$ cat src/hw/rtl/fmm_pkg.sv
// shared constants and command/status types for filtered_min_max_mean
// no dependencies; imported by the interfaces and all modules
`timescale 1ns / 1ps

package fmm_pkg;

  // default widths of a sample and of the sample counter
  localparam int unsigned FMM_VALUE_BITS = 24;
  localparam int unsigned FMM_COUNT_BITS = 16;

  // sensor code that selects two-value averaging
  localparam logic [7:0] PRESSURE_CODE = 8'd80;

  // configuration register file
  localparam int unsigned APB_ADDR_BITS = 3;
  localparam int unsigned APB_DATA_BITS = 32;
  localparam int unsigned CFG_REG_BITS  = 8;
  localparam logic REG_TARGET_PATIENT = 1'b0;
  localparam logic REG_TARGET_SENSOR  = 1'b1;
  localparam logic [CFG_REG_BITS-1:0] TARGET_PATIENT_RST = 8'd0;
  localparam logic [CFG_REG_BITS-1:0] TARGET_SENSOR_RST  = PRESSURE_CODE;

  // controller to datapath commands
  typedef struct packed {
    logic accumulate;
    logic div_load;
    logic div_step;
    logic load_out;
  } fmm_cmd_t;

  // datapath to controller status
  typedef struct packed {
    logic div_last;
  } fmm_status_t;

endpackage

$ cat src/hw/rtl/fmm_if.sv
// valid/ready stream interfaces for the reading input and the statistics output
// depends on fmm_pkg for default widths
`timescale 1ns / 1ps

interface fmm_in_if
  import fmm_pkg::*;
#(
  parameter int unsigned VALUE_BITS = FMM_VALUE_BITS
);
  logic                         valid;
  logic                         ready;
  logic                         reading_valid;
  logic [7:0]                   patient_tag;
  logic [7:0]                   sensor_type;
  logic signed [VALUE_BITS-1:0] first_value;
  logic signed [VALUE_BITS-1:0] second_value;
  logic                         last_reading;

  modport source (
    output valid, reading_valid, patient_tag, sensor_type, first_value, second_value,
    output last_reading,
    input  ready
  );
  modport sink (
    input  valid, reading_valid, patient_tag, sensor_type, first_value, second_value,
    input  last_reading,
    output ready
  );
endinterface

interface fmm_out_if
  import fmm_pkg::*;
#(
  parameter int unsigned VALUE_BITS = FMM_VALUE_BITS,
  parameter int unsigned COUNT_BITS = FMM_COUNT_BITS
);
  logic                         valid;
  logic                         ready;
  logic signed [VALUE_BITS-1:0] min_out;
  logic signed [VALUE_BITS-1:0] max_out;
  logic signed [VALUE_BITS-1:0] mean_out;
  logic [COUNT_BITS-1:0]        match_count;
  logic                         overflow;

  modport source (
    output valid, min_out, max_out, mean_out, match_count, overflow,
    input  ready
  );
  modport sink (
    input  valid, min_out, max_out, mean_out, match_count, overflow,
    output ready
  );
endinterface

$ cat src/hw/rtl/fmm_cfg.sv
// apb-style register file holding the patient and sensor targets
// depends on fmm_pkg for address/data widths and register codes
`timescale 1ns / 1ps

module fmm_cfg
  import fmm_pkg::*;
(
  input  logic                     clk,
  input  logic                     rst_n,
  input  logic                     psel,
  input  logic                     penable,
  input  logic                     pwrite,
  input  logic [APB_ADDR_BITS-1:0] paddr,
  input  logic [APB_DATA_BITS-1:0] pwdata,
  output logic [APB_DATA_BITS-1:0] prdata,
  output logic                     pready,
  output logic [CFG_REG_BITS-1:0]  target_patient,
  output logic [CFG_REG_BITS-1:0]  target_sensor
);

  logic [CFG_REG_BITS-1:0] patient_r, patient_nxt;
  logic [CFG_REG_BITS-1:0] sensor_r, sensor_nxt;
  logic                    wr_en;
  logic                    reg_sel;

  assign pready  = 1'b1;
  assign wr_en   = psel && penable && pwrite && pready;
  assign reg_sel = paddr[2];

  // register write decode
  always_comb begin
    patient_nxt = patient_r;
    sensor_nxt  = sensor_r;
    if (wr_en) begin
      case (reg_sel)
        REG_TARGET_PATIENT: patient_nxt = pwdata[CFG_REG_BITS-1:0];
        REG_TARGET_SENSOR:  sensor_nxt  = pwdata[CFG_REG_BITS-1:0];
        default: ;
      endcase
    end
  end

  always_ff @(posedge clk) begin
    if (!rst_n) begin
      patient_r <= TARGET_PATIENT_RST;
      sensor_r  <= TARGET_SENSOR_RST;
    end else begin
      patient_r <= patient_nxt;
      sensor_r  <= sensor_nxt;
    end
  end

  // read mux
  always_comb begin
    case (reg_sel)
      REG_TARGET_PATIENT: prdata = {{(APB_DATA_BITS-CFG_REG_BITS){1'b0}}, patient_r};
      REG_TARGET_SENSOR:  prdata = {{(APB_DATA_BITS-CFG_REG_BITS){1'b0}}, sensor_r};
      default:            prdata = '0;
    endcase
  end

  assign target_patient = patient_r;
  assign target_sensor  = sensor_r;

endmodule

$ cat src/hw/rtl/fmm_ctrl.sv
// controller: sequences accumulation, the mean division and the result transfer
// depends on fmm_pkg for command and status types
`timescale 1ns / 1ps

module fmm_ctrl
  import fmm_pkg::*;
(
  input  logic        clk,
  input  logic        rst_n,
  input  logic        in_valid,
  input  logic        in_last,
  output logic        in_ready,
  output logic        out_valid,
  input  logic        out_ready,
  output fmm_cmd_t    cmd,
  input  fmm_status_t status
);

  localparam logic [1:0] ST_ACC  = 2'd0;
  localparam logic [1:0] ST_LOAD = 2'd1;
  localparam logic [1:0] ST_DIV  = 2'd2;
  localparam logic [1:0] ST_FIN  = 2'd3;

  logic [1:0] state_r, state_nxt;
  logic       out_valid_r, out_valid_nxt;
  logic       in_fire;

  assign in_ready = (state_r == ST_ACC);
  assign in_fire  = in_valid && in_ready;

  // next state and commands
  always_comb begin
    state_nxt = state_r;
    cmd       = '0;
    case (state_r)
      ST_ACC: begin
        cmd.accumulate = in_fire;
        if (in_fire && in_last) state_nxt = ST_LOAD;
      end
      ST_LOAD: begin
        cmd.div_load = 1'b1;
        state_nxt    = ST_DIV;
      end
      ST_DIV: begin
        cmd.div_step = 1'b1;
        if (status.div_last) state_nxt = ST_FIN;
      end
      ST_FIN: begin
        if (!out_valid_r || out_ready) begin
          cmd.load_out = 1'b1;
          state_nxt    = ST_ACC;
        end
      end
      default: state_nxt = ST_ACC;
    endcase
  end

  // output register occupancy
  always_comb begin
    out_valid_nxt = out_valid_r;
    if (cmd.load_out) out_valid_nxt = 1'b1;
    else if (out_valid_r && out_ready) out_valid_nxt = 1'b0;
  end

  always_ff @(posedge clk) begin
    if (!rst_n) begin
      state_r     <= ST_ACC;
      out_valid_r <= 1'b0;
    end else begin
      state_r     <= state_nxt;
      out_valid_r <= out_valid_nxt;
    end
  end

  assign out_valid = out_valid_r;

endmodule

$ cat src/hw/rtl/fmm_dp.sv
// datapath: reading filter, running statistics, serial divider, result register
// depends on fmm_pkg for command and status types
`timescale 1ns / 1ps

module fmm_dp
  import fmm_pkg::*;
#(
  parameter int unsigned VALUE_BITS = FMM_VALUE_BITS,
  parameter int unsigned COUNT_BITS = FMM_COUNT_BITS
)(
  input  logic                         clk,
  input  logic                         rst_n,
  input  fmm_cmd_t                     cmd,
  output fmm_status_t                  status,
  input  logic [CFG_REG_BITS-1:0]      target_patient,
  input  logic [CFG_REG_BITS-1:0]      target_sensor,
  input  logic                         reading_valid,
  input  logic [7:0]                   patient_tag,
  input  logic [7:0]                   sensor_type,
  input  logic signed [VALUE_BITS-1:0] first_value,
  input  logic signed [VALUE_BITS-1:0] second_value,
  output logic signed [VALUE_BITS-1:0] min_out,
  output logic signed [VALUE_BITS-1:0] max_out,
  output logic signed [VALUE_BITS-1:0] mean_out,
  output logic [COUNT_BITS-1:0]        match_count,
  output logic                         overflow
);

  localparam int unsigned SUM_BITS  = VALUE_BITS + COUNT_BITS;
  localparam int unsigned STEP_BITS = $clog2(SUM_BITS);

  // running statistics
  logic                         seen_r, seen_nxt;
  logic signed [VALUE_BITS-1:0] min_r, min_nxt;
  logic signed [VALUE_BITS-1:0] max_r, max_nxt;
  logic signed [SUM_BITS-1:0]   sum_r, sum_nxt;
  logic [COUNT_BITS-1:0]        count_r, count_nxt;
  logic                         ovf_r, ovf_nxt;

  // divider state
  logic [COUNT_BITS:0]          rem_r, rem_nxt;
  logic [SUM_BITS-1:0]          quo_r, quo_nxt;
  logic [COUNT_BITS-1:0]        div_r, div_nxt;
  logic                         neg_r, neg_nxt;
  logic [STEP_BITS-1:0]         step_r, step_nxt;

  // result register
  logic signed [VALUE_BITS-1:0] min_out_r, max_out_r, mean_out_r;
  logic [COUNT_BITS-1:0]        count_out_r;
  logic                         ovf_out_r;

  logic                         match;
  logic signed [VALUE_BITS:0]   pair_sum;
  logic signed [VALUE_BITS-1:0] sample;
  logic                         at_cap;
  logic [COUNT_BITS:0]          rem_shift;
  logic                         rem_ge;
  logic [SUM_BITS-1:0]          quo_signed;
  logic                         have_stats;

  // filter and sample selection; pressure averages with a floor shift
  assign match    = reading_valid && (patient_tag == target_patient)
                    && (sensor_type == target_sensor);
  assign pair_sum = {first_value[VALUE_BITS-1], first_value}
                    + {second_value[VALUE_BITS-1], second_value};
  assign sample   = (target_sensor == PRESSURE_CODE) ? pair_sum[VALUE_BITS:1] : first_value;
  assign at_cap   = (count_r == {COUNT_BITS{1'b1}});

  // statistics update, cleared once the result is captured
  always_comb begin
    seen_nxt  = seen_r;
    min_nxt   = min_r;
    max_nxt   = max_r;
    sum_nxt   = sum_r;
    count_nxt = count_r;
    ovf_nxt   = ovf_r;
    if (cmd.load_out) begin
      seen_nxt  = 1'b0;
      min_nxt   = '0;
      max_nxt   = '0;
      sum_nxt   = '0;
      count_nxt = '0;
      ovf_nxt   = 1'b0;
    end else if (cmd.accumulate && match) begin
      if (at_cap) begin
        ovf_nxt = 1'b1;
      end else begin
        seen_nxt  = 1'b1;
        if (!seen_r || (sample < min_r)) min_nxt = sample;
        if (!seen_r || (sample > max_r)) max_nxt = sample;
        sum_nxt   = sum_r + SUM_BITS'(sample);
        count_nxt = count_r + 1'b1;
      end
    end
  end

  always_ff @(posedge clk) begin
    if (!rst_n) begin
      seen_r  <= 1'b0;
      min_r   <= '0;
      max_r   <= '0;
      sum_r   <= '0;
      count_r <= '0;
      ovf_r   <= 1'b0;
    end else begin
      seen_r  <= seen_nxt;
      min_r   <= min_nxt;
      max_r   <= max_nxt;
      sum_r   <= sum_nxt;
      count_r <= count_nxt;
      ovf_r   <= ovf_nxt;
    end
  end

  // restoring divider on magnitudes, one quotient bit per step
  assign rem_shift = {rem_r[COUNT_BITS-1:0], quo_r[SUM_BITS-1]};
  assign rem_ge    = (rem_shift >= {1'b0, div_r});

  always_comb begin
    rem_nxt  = rem_r;
    quo_nxt  = quo_r;
    div_nxt  = div_r;
    neg_nxt  = neg_r;
    step_nxt = step_r;
    if (cmd.div_load) begin
      rem_nxt  = '0;
      quo_nxt  = sum_r[SUM_BITS-1] ? (~sum_r + 1'b1) : sum_r;
      div_nxt  = count_r;
      neg_nxt  = sum_r[SUM_BITS-1];
      step_nxt = '0;
    end else if (cmd.div_step) begin
      rem_nxt  = rem_ge ? (rem_shift - {1'b0, div_r}) : rem_shift;
      quo_nxt  = {quo_r[SUM_BITS-2:0], rem_ge};
      step_nxt = step_r + 1'b1;
    end
  end

  always_ff @(posedge clk) begin
    rem_r  <= rem_nxt;
    quo_r  <= quo_nxt;
    div_r  <= div_nxt;
    neg_r  <= neg_nxt;
    step_r <= step_nxt;
  end

  assign status.div_last = (step_r == STEP_BITS'(SUM_BITS - 1));

  // result capture; truncation toward zero comes from the magnitude divide
  assign quo_signed = neg_r ? (~quo_r + 1'b1) : quo_r;
  assign have_stats = seen_r && (count_r != '0);

  always_ff @(posedge clk) begin
    if (cmd.load_out) begin
      min_out_r   <= have_stats ? min_r : '0;
      max_out_r   <= have_stats ? max_r : '0;
      mean_out_r  <= have_stats ? quo_signed[VALUE_BITS-1:0] : '0;
      count_out_r <= count_r;
      ovf_out_r   <= ovf_r;
    end
  end

  assign min_out     = min_out_r;
  assign max_out     = max_out_r;
  assign mean_out    = mean_out_r;
  assign match_count = count_out_r;
  assign overflow    = ovf_out_r;

endmodule

$ cat src/hw/rtl/filtered_min_max_mean.sv
// Filtered running min/max/mean over a stream of sensor readings.
// Input transfer (in_ch): one reading per item; valid readings whose patient tag and
//   sensor type equal the configured targets are kept. Pressure readings use
//   the floored average of both values, others the first value.
// Output transfer (out_ch): one statistics result for each item marked last:
//   min, max, mean (sum / count toward zero), match count and overflow flag.
// Configuration: apb-style port, target_patient at 0x0, target_sensor at 0x4.
// Throughput: one item per cycle while no last item is pending.
// Sequence: after a last item is accepted, the mean takes a load step, then
//   VALUE_BITS + COUNT_BITS divider steps (40 at default widths) in a
//   bit-serial divider, then a capture into the output register. Input is
//   not accepted from the last item until that capture.
// Stall: a result held in the output register does not block accumulation;
//   only a second result waits for the first one to be taken.
// Reset: synchronous active-low; statistics clear, targets return to 0 and 'P'.
// Depends on fmm_pkg, fmm_if, fmm_cfg, fmm_ctrl and fmm_dp.
`timescale 1ns / 1ps

module filtered_min_max_mean
  import fmm_pkg::*;
#(
  parameter int unsigned VALUE_BITS = FMM_VALUE_BITS,
  parameter int unsigned COUNT_BITS = FMM_COUNT_BITS
)(
  input  logic                     clk,
  input  logic                     rst_n,
  fmm_in_if.sink                   in_ch,
  fmm_out_if.source                out_ch,
  input  logic                     psel,
  input  logic                     penable,
  input  logic                     pwrite,
  input  logic [APB_ADDR_BITS-1:0] paddr,
  input  logic [APB_DATA_BITS-1:0] pwdata,
  output logic [APB_DATA_BITS-1:0] prdata,
  output logic                     pready
);

  logic [CFG_REG_BITS-1:0] target_patient;
  logic [CFG_REG_BITS-1:0] target_sensor;
  fmm_cmd_t                cmd;
  fmm_status_t             status;

  // configuration registers
  fmm_cfg u_cfg (
    .clk            (clk),
    .rst_n          (rst_n),
    .psel           (psel),
    .penable        (penable),
    .pwrite         (pwrite),
    .paddr          (paddr),
    .pwdata         (pwdata),
    .prdata         (prdata),
    .pready         (pready),
    .target_patient (target_patient),
    .target_sensor  (target_sensor)
  );

  // sequencing
  fmm_ctrl u_ctrl (
    .clk       (clk),
    .rst_n     (rst_n),
    .in_valid  (in_ch.valid),
    .in_last   (in_ch.last_reading),
    .in_ready  (in_ch.ready),
    .out_valid (out_ch.valid),
    .out_ready (out_ch.ready),
    .cmd       (cmd),
    .status    (status)
  );

  // statistics and division
  fmm_dp #(
    .VALUE_BITS (VALUE_BITS),
    .COUNT_BITS (COUNT_BITS)
  ) u_dp (
    .clk            (clk),
    .rst_n          (rst_n),
    .cmd            (cmd),
    .status         (status),
    .target_patient (target_patient),
    .target_sensor  (target_sensor),
    .reading_valid  (in_ch.reading_valid),
    .patient_tag    (in_ch.patient_tag),
    .sensor_type    (in_ch.sensor_type),
    .first_value    (in_ch.first_value),
    .second_value   (in_ch.second_value),
    .min_out        (out_ch.min_out),
    .max_out        (out_ch.max_out),
    .mean_out       (out_ch.mean_out),
    .match_count    (out_ch.match_count),
    .overflow       (out_ch.overflow)
  );

endmodule

$ cat src/flat_wrapper.sv
// flat-port wrapper written by rule: the top's interface ports become plain ports
module filtered_min_max_mean_flat import fmm_pkg::*;
#(
  parameter int unsigned VALUE_BITS = FMM_VALUE_BITS,
  parameter int unsigned COUNT_BITS = FMM_COUNT_BITS
)
  (clk, rst_n, psel, penable, pwrite, paddr, pwdata, prdata, pready, in_ch_valid, in_ch_reading_valid, in_ch_patient_tag, in_ch_sensor_type, in_ch_first_value, in_ch_second_value, in_ch_last_reading, in_ch_ready, out_ch_valid, out_ch_min_out, out_ch_max_out, out_ch_mean_out, out_ch_match_count, out_ch_overflow, out_ch_ready);
  fmm_in_if #(.VALUE_BITS(VALUE_BITS)) in_ch_i ();
  fmm_out_if #(.VALUE_BITS(VALUE_BITS), .COUNT_BITS(COUNT_BITS)) out_ch_i ();
  input  logic clk;
  input  logic rst_n;
  input  logic psel;
  input  logic penable;
  input  logic pwrite;
  input  logic [APB_ADDR_BITS-1:0] paddr;
  input  logic [APB_DATA_BITS-1:0] pwdata;
  output logic [APB_DATA_BITS-1:0] prdata;
  output logic pready;
  input wire logic [$bits(in_ch_i.valid)-1:0] in_ch_valid;
  input wire logic [$bits(in_ch_i.reading_valid)-1:0] in_ch_reading_valid;
  input wire logic [$bits(in_ch_i.patient_tag)-1:0] in_ch_patient_tag;
  input wire logic [$bits(in_ch_i.sensor_type)-1:0] in_ch_sensor_type;
  input wire logic [$bits(in_ch_i.first_value)-1:0] in_ch_first_value;
  input wire logic [$bits(in_ch_i.second_value)-1:0] in_ch_second_value;
  input wire logic [$bits(in_ch_i.last_reading)-1:0] in_ch_last_reading;
  output wire logic [$bits(in_ch_i.ready)-1:0] in_ch_ready;
  output wire logic [$bits(out_ch_i.valid)-1:0] out_ch_valid;
  output wire logic [$bits(out_ch_i.min_out)-1:0] out_ch_min_out;
  output wire logic [$bits(out_ch_i.max_out)-1:0] out_ch_max_out;
  output wire logic [$bits(out_ch_i.mean_out)-1:0] out_ch_mean_out;
  output wire logic [$bits(out_ch_i.match_count)-1:0] out_ch_match_count;
  output wire logic [$bits(out_ch_i.overflow)-1:0] out_ch_overflow;
  input wire logic [$bits(out_ch_i.ready)-1:0] out_ch_ready;
  assign in_ch_i.valid = in_ch_valid;
  assign in_ch_i.reading_valid = in_ch_reading_valid;
  assign in_ch_i.patient_tag = in_ch_patient_tag;
  assign in_ch_i.sensor_type = in_ch_sensor_type;
  assign in_ch_i.first_value = in_ch_first_value;
  assign in_ch_i.second_value = in_ch_second_value;
  assign in_ch_i.last_reading = in_ch_last_reading;
  assign in_ch_ready = in_ch_i.ready;
  assign out_ch_valid = out_ch_i.valid;
  assign out_ch_min_out = out_ch_i.min_out;
  assign out_ch_max_out = out_ch_i.max_out;
  assign out_ch_mean_out = out_ch_i.mean_out;
  assign out_ch_match_count = out_ch_i.match_count;
  assign out_ch_overflow = out_ch_i.overflow;
  assign out_ch_i.ready = out_ch_ready;
  filtered_min_max_mean #(.VALUE_BITS(VALUE_BITS), .COUNT_BITS(COUNT_BITS)) u_core (.clk(clk), .rst_n(rst_n), .in_ch(in_ch_i), .out_ch(out_ch_i), .psel(psel), .penable(penable), .pwrite(pwrite), .paddr(paddr), .pwdata(pwdata), .prdata(prdata), .pready(pready));
endmodule
$ cat config.mk
export PLATFORM = sky130hd
export DESIGN_NAME = filtered_min_max_mean_flat
export DESIGN_NICKNAME = d
export VERILOG_FILES = /design/src/hw/rtl/fmm_pkg.sv /design/src/hw/rtl/fmm_if.sv /design/src/hw/rtl/fmm_cfg.sv /design/src/hw/rtl/fmm_ctrl.sv /design/src/hw/rtl/fmm_dp.sv /design/src/hw/rtl/filtered_min_max_mean.sv /design/src/flat_wrapper.sv
export SDC_FILE = /design/constraint.sdc
export NUM_CORES = 1
export LEC_CHECK = 0
export BUFFER_PORTS_ARGS = -buffer_cell sky130_fd_sc_hd__clkbuf_2
export CORE_MARGIN = 2
export CORE_UTILIZATION = 59
export CTS_CLUSTER_SIZE = 10
export DETAILED_ROUTE_END_ITERATION = 6
export GPL_TIMING_DRIVEN = 0
export PLACE_DENSITY_LB_ADDON = 0.25
export SETUP_SLACK_MARGIN = 0.5
export SLEW_MARGIN = 20
export SYNTH_ARGS = -nofsm -noshare
export SYNTH_HDL_FRONTEND = slang
export SYNTH_HIERARCHICAL = 1
export SYNTH_SLANG_ARGS = --single-unit
$ cat constraint.sdc
create_clock -name clk -period 8.8 [get_ports clk]
set_clock_uncertainty 0.15 [all_clocks]
set_input_delay 1.76 -clock clk [delete_from_list [all_inputs] [get_ports clk]]
set_output_delay 1.76 -clock clk [all_outputs]
set_load 0.01 [all_outputs]
==> metrics, run 1 <==
fmax=141.2 MHz; commonest non-fill, non-tap cell in the layout=nor2_1; final slew viol count=0; hold_buf cts=0; initial antenna violation count=0; register area share after synthesis=0.4089; fin nets=2422; P_int=3066 µW; Leak=0.008463 µW; Post-CTS Setup Bufs=0; Final Setup Violations=0; vias per inst=5.773; Rows=63; I/O Buffers=180; Fin. Hold Viols=0; Slew Limit Headroom=0.2395; GRT overflow=0; Initial Util=0.6014; Top FF cell, synth=dfxtp_1; post-route ant nets=0; HP Class=reg2reg; kind of critical path=in2reg; clk slew on worst S/H paths=50 ps; synthesized area=17920 µm²; unrepaired setup endpoints after global routing=no; # DRC=6; starting DRC count in detailed routing=1104; Logic pwr share=0.319; root buf cell=clkbuf_16; P&R area growth vs syn=14.14%; Power Dens Cells=225.9 nW/µm²; Cells after Synth=1936; Distinct cells, synth=76; clk sinks=293; layout cells sized above 1=0.1354; worst skew pair latency=510 ps; FILL cells=2349; status=complete, but fails checks; Sw Pwr=1556 µW; post-route clock period utilization=0.8045; post-synthesis async set-or-reset flop share=0; syn avg cell area=9.256 µm²; number of diodes=0; core area=29800 µm²; Seq pwr share=0.394; flops & latches, synth=293; drt pass-1 iters=7; die width=178.3 µm; H-tree depth=2; Ports=232; synth warn=6; Sum Neg Setup Slack=0 ps; vias in the first global route=14.29k; failing checks=design-rule violations; Peak VDD IR=0.0001170 V; routability cong.=0.9830; routed length per instance=17.07 µm; dpl hpwl=33280 µm; Clock Power Share=0.286; max-cap viol count=0; largest net degree at the start of global routing=92; via count=14.96k; post_cts resized=0; CP max FO=10; sw frac=0.3367; CP startpoint kind=primary input; Hold WS=296.3 ps; CTS tree=yes; die height=178.3 µm; Clock Path Buffers=3; number of enable flip-flop cells after synthesis=146; Setup crit end kind=flip-flop; minimum clock period=7080 ps; commonest cells after routing, fill and taps aside=nor2_1, nand2_1, clkbuf_2; TritonCTS Buffers=35; Critical Path RT=9010 ps; Worst EP arrival=7290 ps; All-Layer GR Usage=0.2776; Die Footprint=31780 µm²; Slew @ Worst Pin=1129 ps; first-pass GRT wire length=70730 µm; routed wire length=44230 µm
## worst max-delay path, cell delays in order
cell	delay, ps
clkbuf_2	110
and2_1	170
fa_1	400
nand3_1	110
a21oi_1	90
or2_2	320
a21o_1	190
a21oi_1	170
xor2_1	80
o21ai_0	680
ha_1	390
a21o_1	180
a21o_1	170
a21oi_1	180
o31ai_1	120
a2111oi_0	430
a31oi_1	180
nor2_1	690
clkbuf_1	510
mux2i_1	270
nor2_1	60
## synth_stat cells, drive strengths merged, types with 6 or more instances
cell	number	area, µm²
a211oi	23	172.7
a21o	58	435.4
a21oi	160	800.8
a31oi	9	56.30
and2	8	50.05
and3	15	93.84
buf	44	294.0
clkbuf	61	229.0
dfxtp	147	2943
edfxtp	146	4384
ha	134	1677
inv	95	356.6
mux2	17	191.4
mux2i	78	780.8
nand2	185	694.4
nand2b	14	87.58
nand3	29	145.1
nand3b	7	52.55
nand4	32	200.2
nor2	216	810.8
nor2b	24	150.1
nor3	17	85.08
nor4	13	81.33
o211ai	6	45.04
o21a	18	135.1
o21ai	82	410.4
o21bai	11	82.58
o31ai	24	193.9
o41ai	12	105.1
or2	11	68.82
or3	19	123.9
or4	7	56.30
xnor2	54	473.0
xor2	99	867.1
## flip-flops by register name (all words and copies together), names as in the netlist
name	count
u_core/u_dp/quo_r	40
u_core/u_dp/sum_r	40
u_core/u_dp/max_out	24
u_core/u_dp/max_r	24
u_core/u_dp/mean_out	24
u_core/u_dp/min_out	24
u_core/u_dp/min_r	24
u_core/u_dp/count_r	16
u_core/u_dp/div_r	16
u_core/u_dp/match_count	16
u_core/u_dp/rem_r	16
u_core/u_cfg/target_patient	8
u_core/u_cfg/target_sensor	8
u_core/u_dp/step_r	6
u_core/u_ctrl/state_r	2
u_core/u_ctrl/out_valid	1
u_core/u_dp/neg_r	1
u_core/u_dp/overflow	1
u_core/u_dp/ovf_r	1
u_core/u_dp/seen_r	1
## stage by stage
step / std cells / setup slack, ps / total power (µW) / utilization / area (µm²)
5_1_grt: 2591 / 1331 / 4879 / 0.6864 / 20450
6_report: 2591 / 1720 / 4621 / 0.6864 / 20450
2_1_floorplan: 1959 / 2136 / 2912 / - / 18010
3_3_place_gp: 2529 / 611.8 / 3235 / 0.6509 / 19390
4_1_cts: 2591 / 1815 / 4628 / 0.6863 / 20450
3_5_place_dp: 2530 / 1294 / 3294 / 0.6516 / 19410
## cell type report
cell class / count / area, µm² / share of cell area
clock buffer: 61 / 1036 / 0.05065
timing repair buffer: 181 / 912.1 / 0.04460
multi-input combinational: 1466 / 9807 / 0.4795
sequential: 293 / 7327 / 0.3582
inverter: 95 / 356.6 / 0.01743
buffer: 105 / 526.8 / 0.02575
tap: 390 / 488.0 / 0.02386
## cell families after synthesis
kind of cell,after synthesis,share of synthesized area
AOI/OAI and AO/OA,442,0.1556
buffers and inverters,200,0.04909
xor gates and xnor gates,153,0.07478
adders and majority gates,137,0.09691
muxes,95,0.05425
and+or+nand+nor,614,0.1600
DFF,293,0.4089
other,2,0.0004191
## power by group through the flow
stage	clock, µW	sequential (µW)	combinational, µW
after detailed placement	0	1840	1450
final	1320	1820	1480
after floorplan	0	1820	1100
after CTS	1340	1820	1460
after global routing	1400	1840	1640
after global placement	0	1840	1400
## layer usage
metal / global-route usage / routed length [µm] / vias to the layer above
li1: - / - / 7359
met1: 0.3751 / 19490 / 6892
met2: 0.4624 / 20370 / 613
met3: 0.03879 / 3105 / 94
met4: 0.08808 / 1260 / 0
met5: 0 / 0 / -
## final timing paths
kind	start	end	slack [ps]	cells past startpoint
max	in_ch_first_value[0]	u_core/u_dp/min_r[19]	1720	21
min	u_core/u_dp/ovf_r	u_core/u_dp/overflow	300	0
max reg2reg	u_core/u_cfg/target_sensor[0]	u_core/u_dp/min_r[19]	2620	15
min reg2reg	u_core/u_dp/ovf_r	u_core/u_dp/overflow	300	0
No activity file was read; power rests on OpenSTA's default activity.
==> run 2, diff against run 1 <==
--- a/config.mk
+++ b/config.mk
@@ -5,9 +5,10 @@
 export SDC_FILE = /design/constraint.sdc
 export NUM_CORES = 1
 export LEC_CHECK = 0
+export ABC_AREA = 1
 export BUFFER_PORTS_ARGS = -buffer_cell sky130_fd_sc_hd__clkbuf_2
 export CORE_MARGIN = 2
-export CORE_UTILIZATION = 59
+export CORE_UTILIZATION = 54
 export CTS_CLUSTER_SIZE = 10
 export DETAILED_ROUTE_END_ITERATION = 6
 export GPL_TIMING_DRIVEN = 0
==> constraint.sdc (replaced) <==
create_clock -name clk -period 5.75 [get_ports clk]
set_clock_uncertainty 0.15 [all_clocks]
set_input_delay 1.15 -clock clk [delete_from_list [all_inputs] [get_ports clk]]
set_output_delay 1.15 -clock clk [all_outputs]
set_load 0.01 [all_outputs]
==> metrics, run 2 <==
die width=194.8 µm (was 178.3 µm); CP Buf/Inv Count=5 (was 2); Sw Pwr=2797 µW (was 1556 µW); Hold EP=u_core/u_dp/neg_r (was u_core/u_dp/overflow); Sum Neg Setup Slack=0 ps (unchanged); TritonCTS Buffers=37 (was 35); die height=194.8 µm (was 178.3 µm); r2r startpoint=u_core/u_cfg/target_sensor[4] (was u_core/u_cfg/target_sensor[0]); GRT overflow=0 (unchanged); via count=18.76k (was 14.96k); CP startpoint kind=primary input (unchanged); top-count cell post-synth=nand2_1 (was nor2_1); P_int=4783 µW (was 3066 µW); H-tree depth=2 (unchanged); CP max stage cell=fa_1 (was nor2_1); Final Non-Filler Cells=3411 (was 2591); HP Class=reg2reg (unchanged); # DRC=0 (was 6); number of diodes=0 (unchanged); Fin. Hold Viols=0 (unchanged); vias in the first global route=18.31k (was 14.29k); max-cap viol count=0 (unchanged); final slew viol count=0 (unchanged); sw frac=0.3690 (was 0.3367); kind of critical path=in2reg (unchanged); I/O Buffers=179 (was 180); Synth top area share=0.2231 (was 0.2447); fmax=198.9 MHz; Top FF cell, synth=dfxtp_1 (unchanged); Worst R2R Setup Slack=830 ps (was 2620 ps); top cells by area, synth=edfxtp_1, dfxtp_1, nand2_1, ha_1, nor2_1 (was edfxtp_1, dfxtp_1, ha_1, xor2_1, nor2_1); FILL cells=3236 (was 2349); Crit path largest cell delay=420 ps (was 690 ps); post-route ant nets=0 (unchanged); commonest cells after routing, fill and taps aside=nand2_1, nor2_1, inv_1 (was nor2_1, nand2_1, clkbuf_2); Final Setup Violations=0 (unchanged); CP delay by family, top=simple AND/OR/NAND/NOR gates (was compound AO/OA/AOI/OAI gates); starting DRC count in detailed routing=1307 (was 1104); Worst EP arrival=5370 ps (was 7290 ps); synth warn=6 (unchanged); P&R area growth vs syn=14.58% (was 14.14%); routed wire length=60320 µm (was 44230 µm); syn avg cell area=7.347 µm² (was 9.256 µm²); Rows=69 (was 63); minimum clock period=5027 ps; Peak VDD IR=0.0002154 V (was 0.0001170 V); clk sinks=293 (unchanged); Setup crit end kind=flip-flop (unchanged); Seq pwr share=0.372 (was 0.394); worst skew pair latency=570 ps (was 510 ps); hold_sp=u_core/u_dp/sum_r[39] (was u_core/u_dp/ovf_r); Slew @ Worst Pin=1095 ps (was 1129 ps); Distinct cells, synth=58 (was 76); Clock Power Share=0.290 (was 0.286); Cells after Synth=2675 (was 1936); routed length per instance=17.68 µm (was 17.07 µm); Ports=232 (unchanged); initial antenna violation count=0 (unchanged); status=finished, final reports clean (was complete, but fails checks); Critical Path RT=6090 ps (was 9010 ps); CTS tree=yes (unchanged); unrepaired setup endpoints after global routing=yes (was no); Clock Path Buffers=3 (unchanged); first-pass GRT wire length=94030 µm (was 70730 µm); Logic pwr share=0.338 (was 0.319); largest area contributor in the netlist=edfxtp_1 (unchanged); post-route clock period utilization=0.8743; dpl hpwl=47370 µm (was 33280 µm); hold depth=0 (unchanged); flops & latches, synth=293 (unchanged); Worst R2R Path Depth=19 (was 15); top flop regs=u_core/u_dp/quo_r x40, u_core/u_dp/sum_r x40 (unchanged); root buf cell=clkbuf_16 (unchanged); routability cong.=0.9745 (was 0.9830); Power Dens Cells=336.7 nW/µm² (was 225.9 nW/µm²); register area share after synthesis=0.3728 (was 0.4089); core area=35740 µm² (was 29800 µm²); Slew Limit Headroom=0.2624 (was 0.2395); clk slew on worst S/H paths=50 ps (about the same); post-synthesis async set-or-reset flop share=0 (unchanged); Leak=0.009982 µW (was 0.008463 µW); commonest non-fill, non-tap cell in the layout=nand2_1 (was nor2_1); Worst Setup SP=in_ch_first_value[0] (unchanged); drt pass-1 iters=7 (unchanged); largest net degree at the start of global routing=91 (was 92); Critical Path Most Common Cell=nand2_1; fin nets=3166 (was 2422); Die Footprint=37940 µm² (was 31780 µm²); synth cell count leaders=nand2_1, nor2_1, inv_1, a21oi_1, o21ai_0 (was nor2_1, nand2_1, a21oi_1, dfxtp_1, edfxtp_1); number of enable flip-flop cells after synthesis=146 (unchanged); reg2reg end=u_core/u_dp/sum_r[26] (was u_core/u_dp/min_r[19]); synthesized area=19650 µm² (was 17920 µm²); layout cells sized above 1=0.1159 (was 0.1354); CP max FO=15 (was 10); Placed Cells=3339 (was 2530); Initial Util=0.5498 (was 0.6014); vias per inst=5.499 (was 5.773); All-Layer GR Usage=0.3121 (was 0.2776)
==> run 2: changes by cell type in the layout (fill, tap and decap cells not counted), moves of 21 or more <==
cell	previous run	this run
nand2_1	185	522
o21ai_1	1	22
o21ai_0	81	157
a21o_1	58	10
inv_1	94	329
xor2_1	99	58
a21oi_1	160	208
nor2_1	216	364
nor2b_1	24	0
nand3_1	29	157
nor3_1	17	59
mux2i_1	78	0
==> run 2: how the worst max path moves through the flow <==
stage	to	slack (ps)	depth (start not counted)
after floorplan	u_core/u_dp/max_r[10]	1000	23
after global placement	u_core/u_dp/sum_r[33]	-550	22
after detailed placement	u_core/u_dp/max_r[12]	-600	24
after CTS	u_core/u_dp/sum_r[27]	490	24
after global routing	u_core/u_dp/sum_r[39]	470	28
final	u_core/u_dp/sum_r[39]	720	28
==> run 2: through the flow <==
step	total power, µW	setup slack, ps	util	hold slack (ps)	instance area (µm²)
6_report	7581	722.9	0.6300	292.3	22520
5_1_grt	8039	466.1	0.6300	306.0	22520
4_1_cts	7574	488.5	0.6275	284.5	22430
3_5_place_dp	5346	-600.6	0.5941	272.3	21240
3_3_place_gp	5237	-553.1	0.5935	283.1	21210
2_1_floorplan	4614	1003	-	256.4	19740
==> run 2: per-layer routing <==
layer	wire, µm	GRT usage
met3	3687	0.04529
met2	29860	0.5630
met1	24720	0.3757
met4	2054	0.1187
met5	0	0
==> run 2: timing repair <==
item,in CTS,in global routing
gates resized for setup,6,34
buffers inserted,3,1
setup endpoints to repair,58,69
hold buffers,0,0
==> run 2: kinds of logic after synthesis <==
| kind of cell | synth area share |
|---|---|
| simple gates | 0.2654 |
| buf+inv | 0.09416 |
| flops | 0.3728 |
| other cells | 0.0003821 |
| xor+xnor | 0.04635 |
| fa+ha+maj | 0.08837 |
| compound gates | 0.1325 |
==> run 2: final cells by class <==
class,instances,area (µm²),area share
Multi-Input combinational cell,1959,10660,0.4734
Sequential cell,293,7327,0.3254
Inverter,342,1284,0.05701
Clock buffer,59,1028,0.04567
Timing Repair Buffer,184,945.9,0.04201
Buffer,104,576.8,0.02562
Tap cell,461,576.8,0.02562
Clock inverter,9,120.1,0.005334
==> run 2: power groups by stage <==
stage / clock network, µW / logic [µW] / registers [µW]
6_report: 2200 / 2560 / 2820
5_1_grt: 2310 / 2870 / 2860
4_1_cts: 2240 / 2520 / 2820
3_5_place_dp: 0 / 2490 / 2850
3_3_place_gp: 0 / 2390 / 2850
2_1_floorplan: 0 / 1780 / 2840
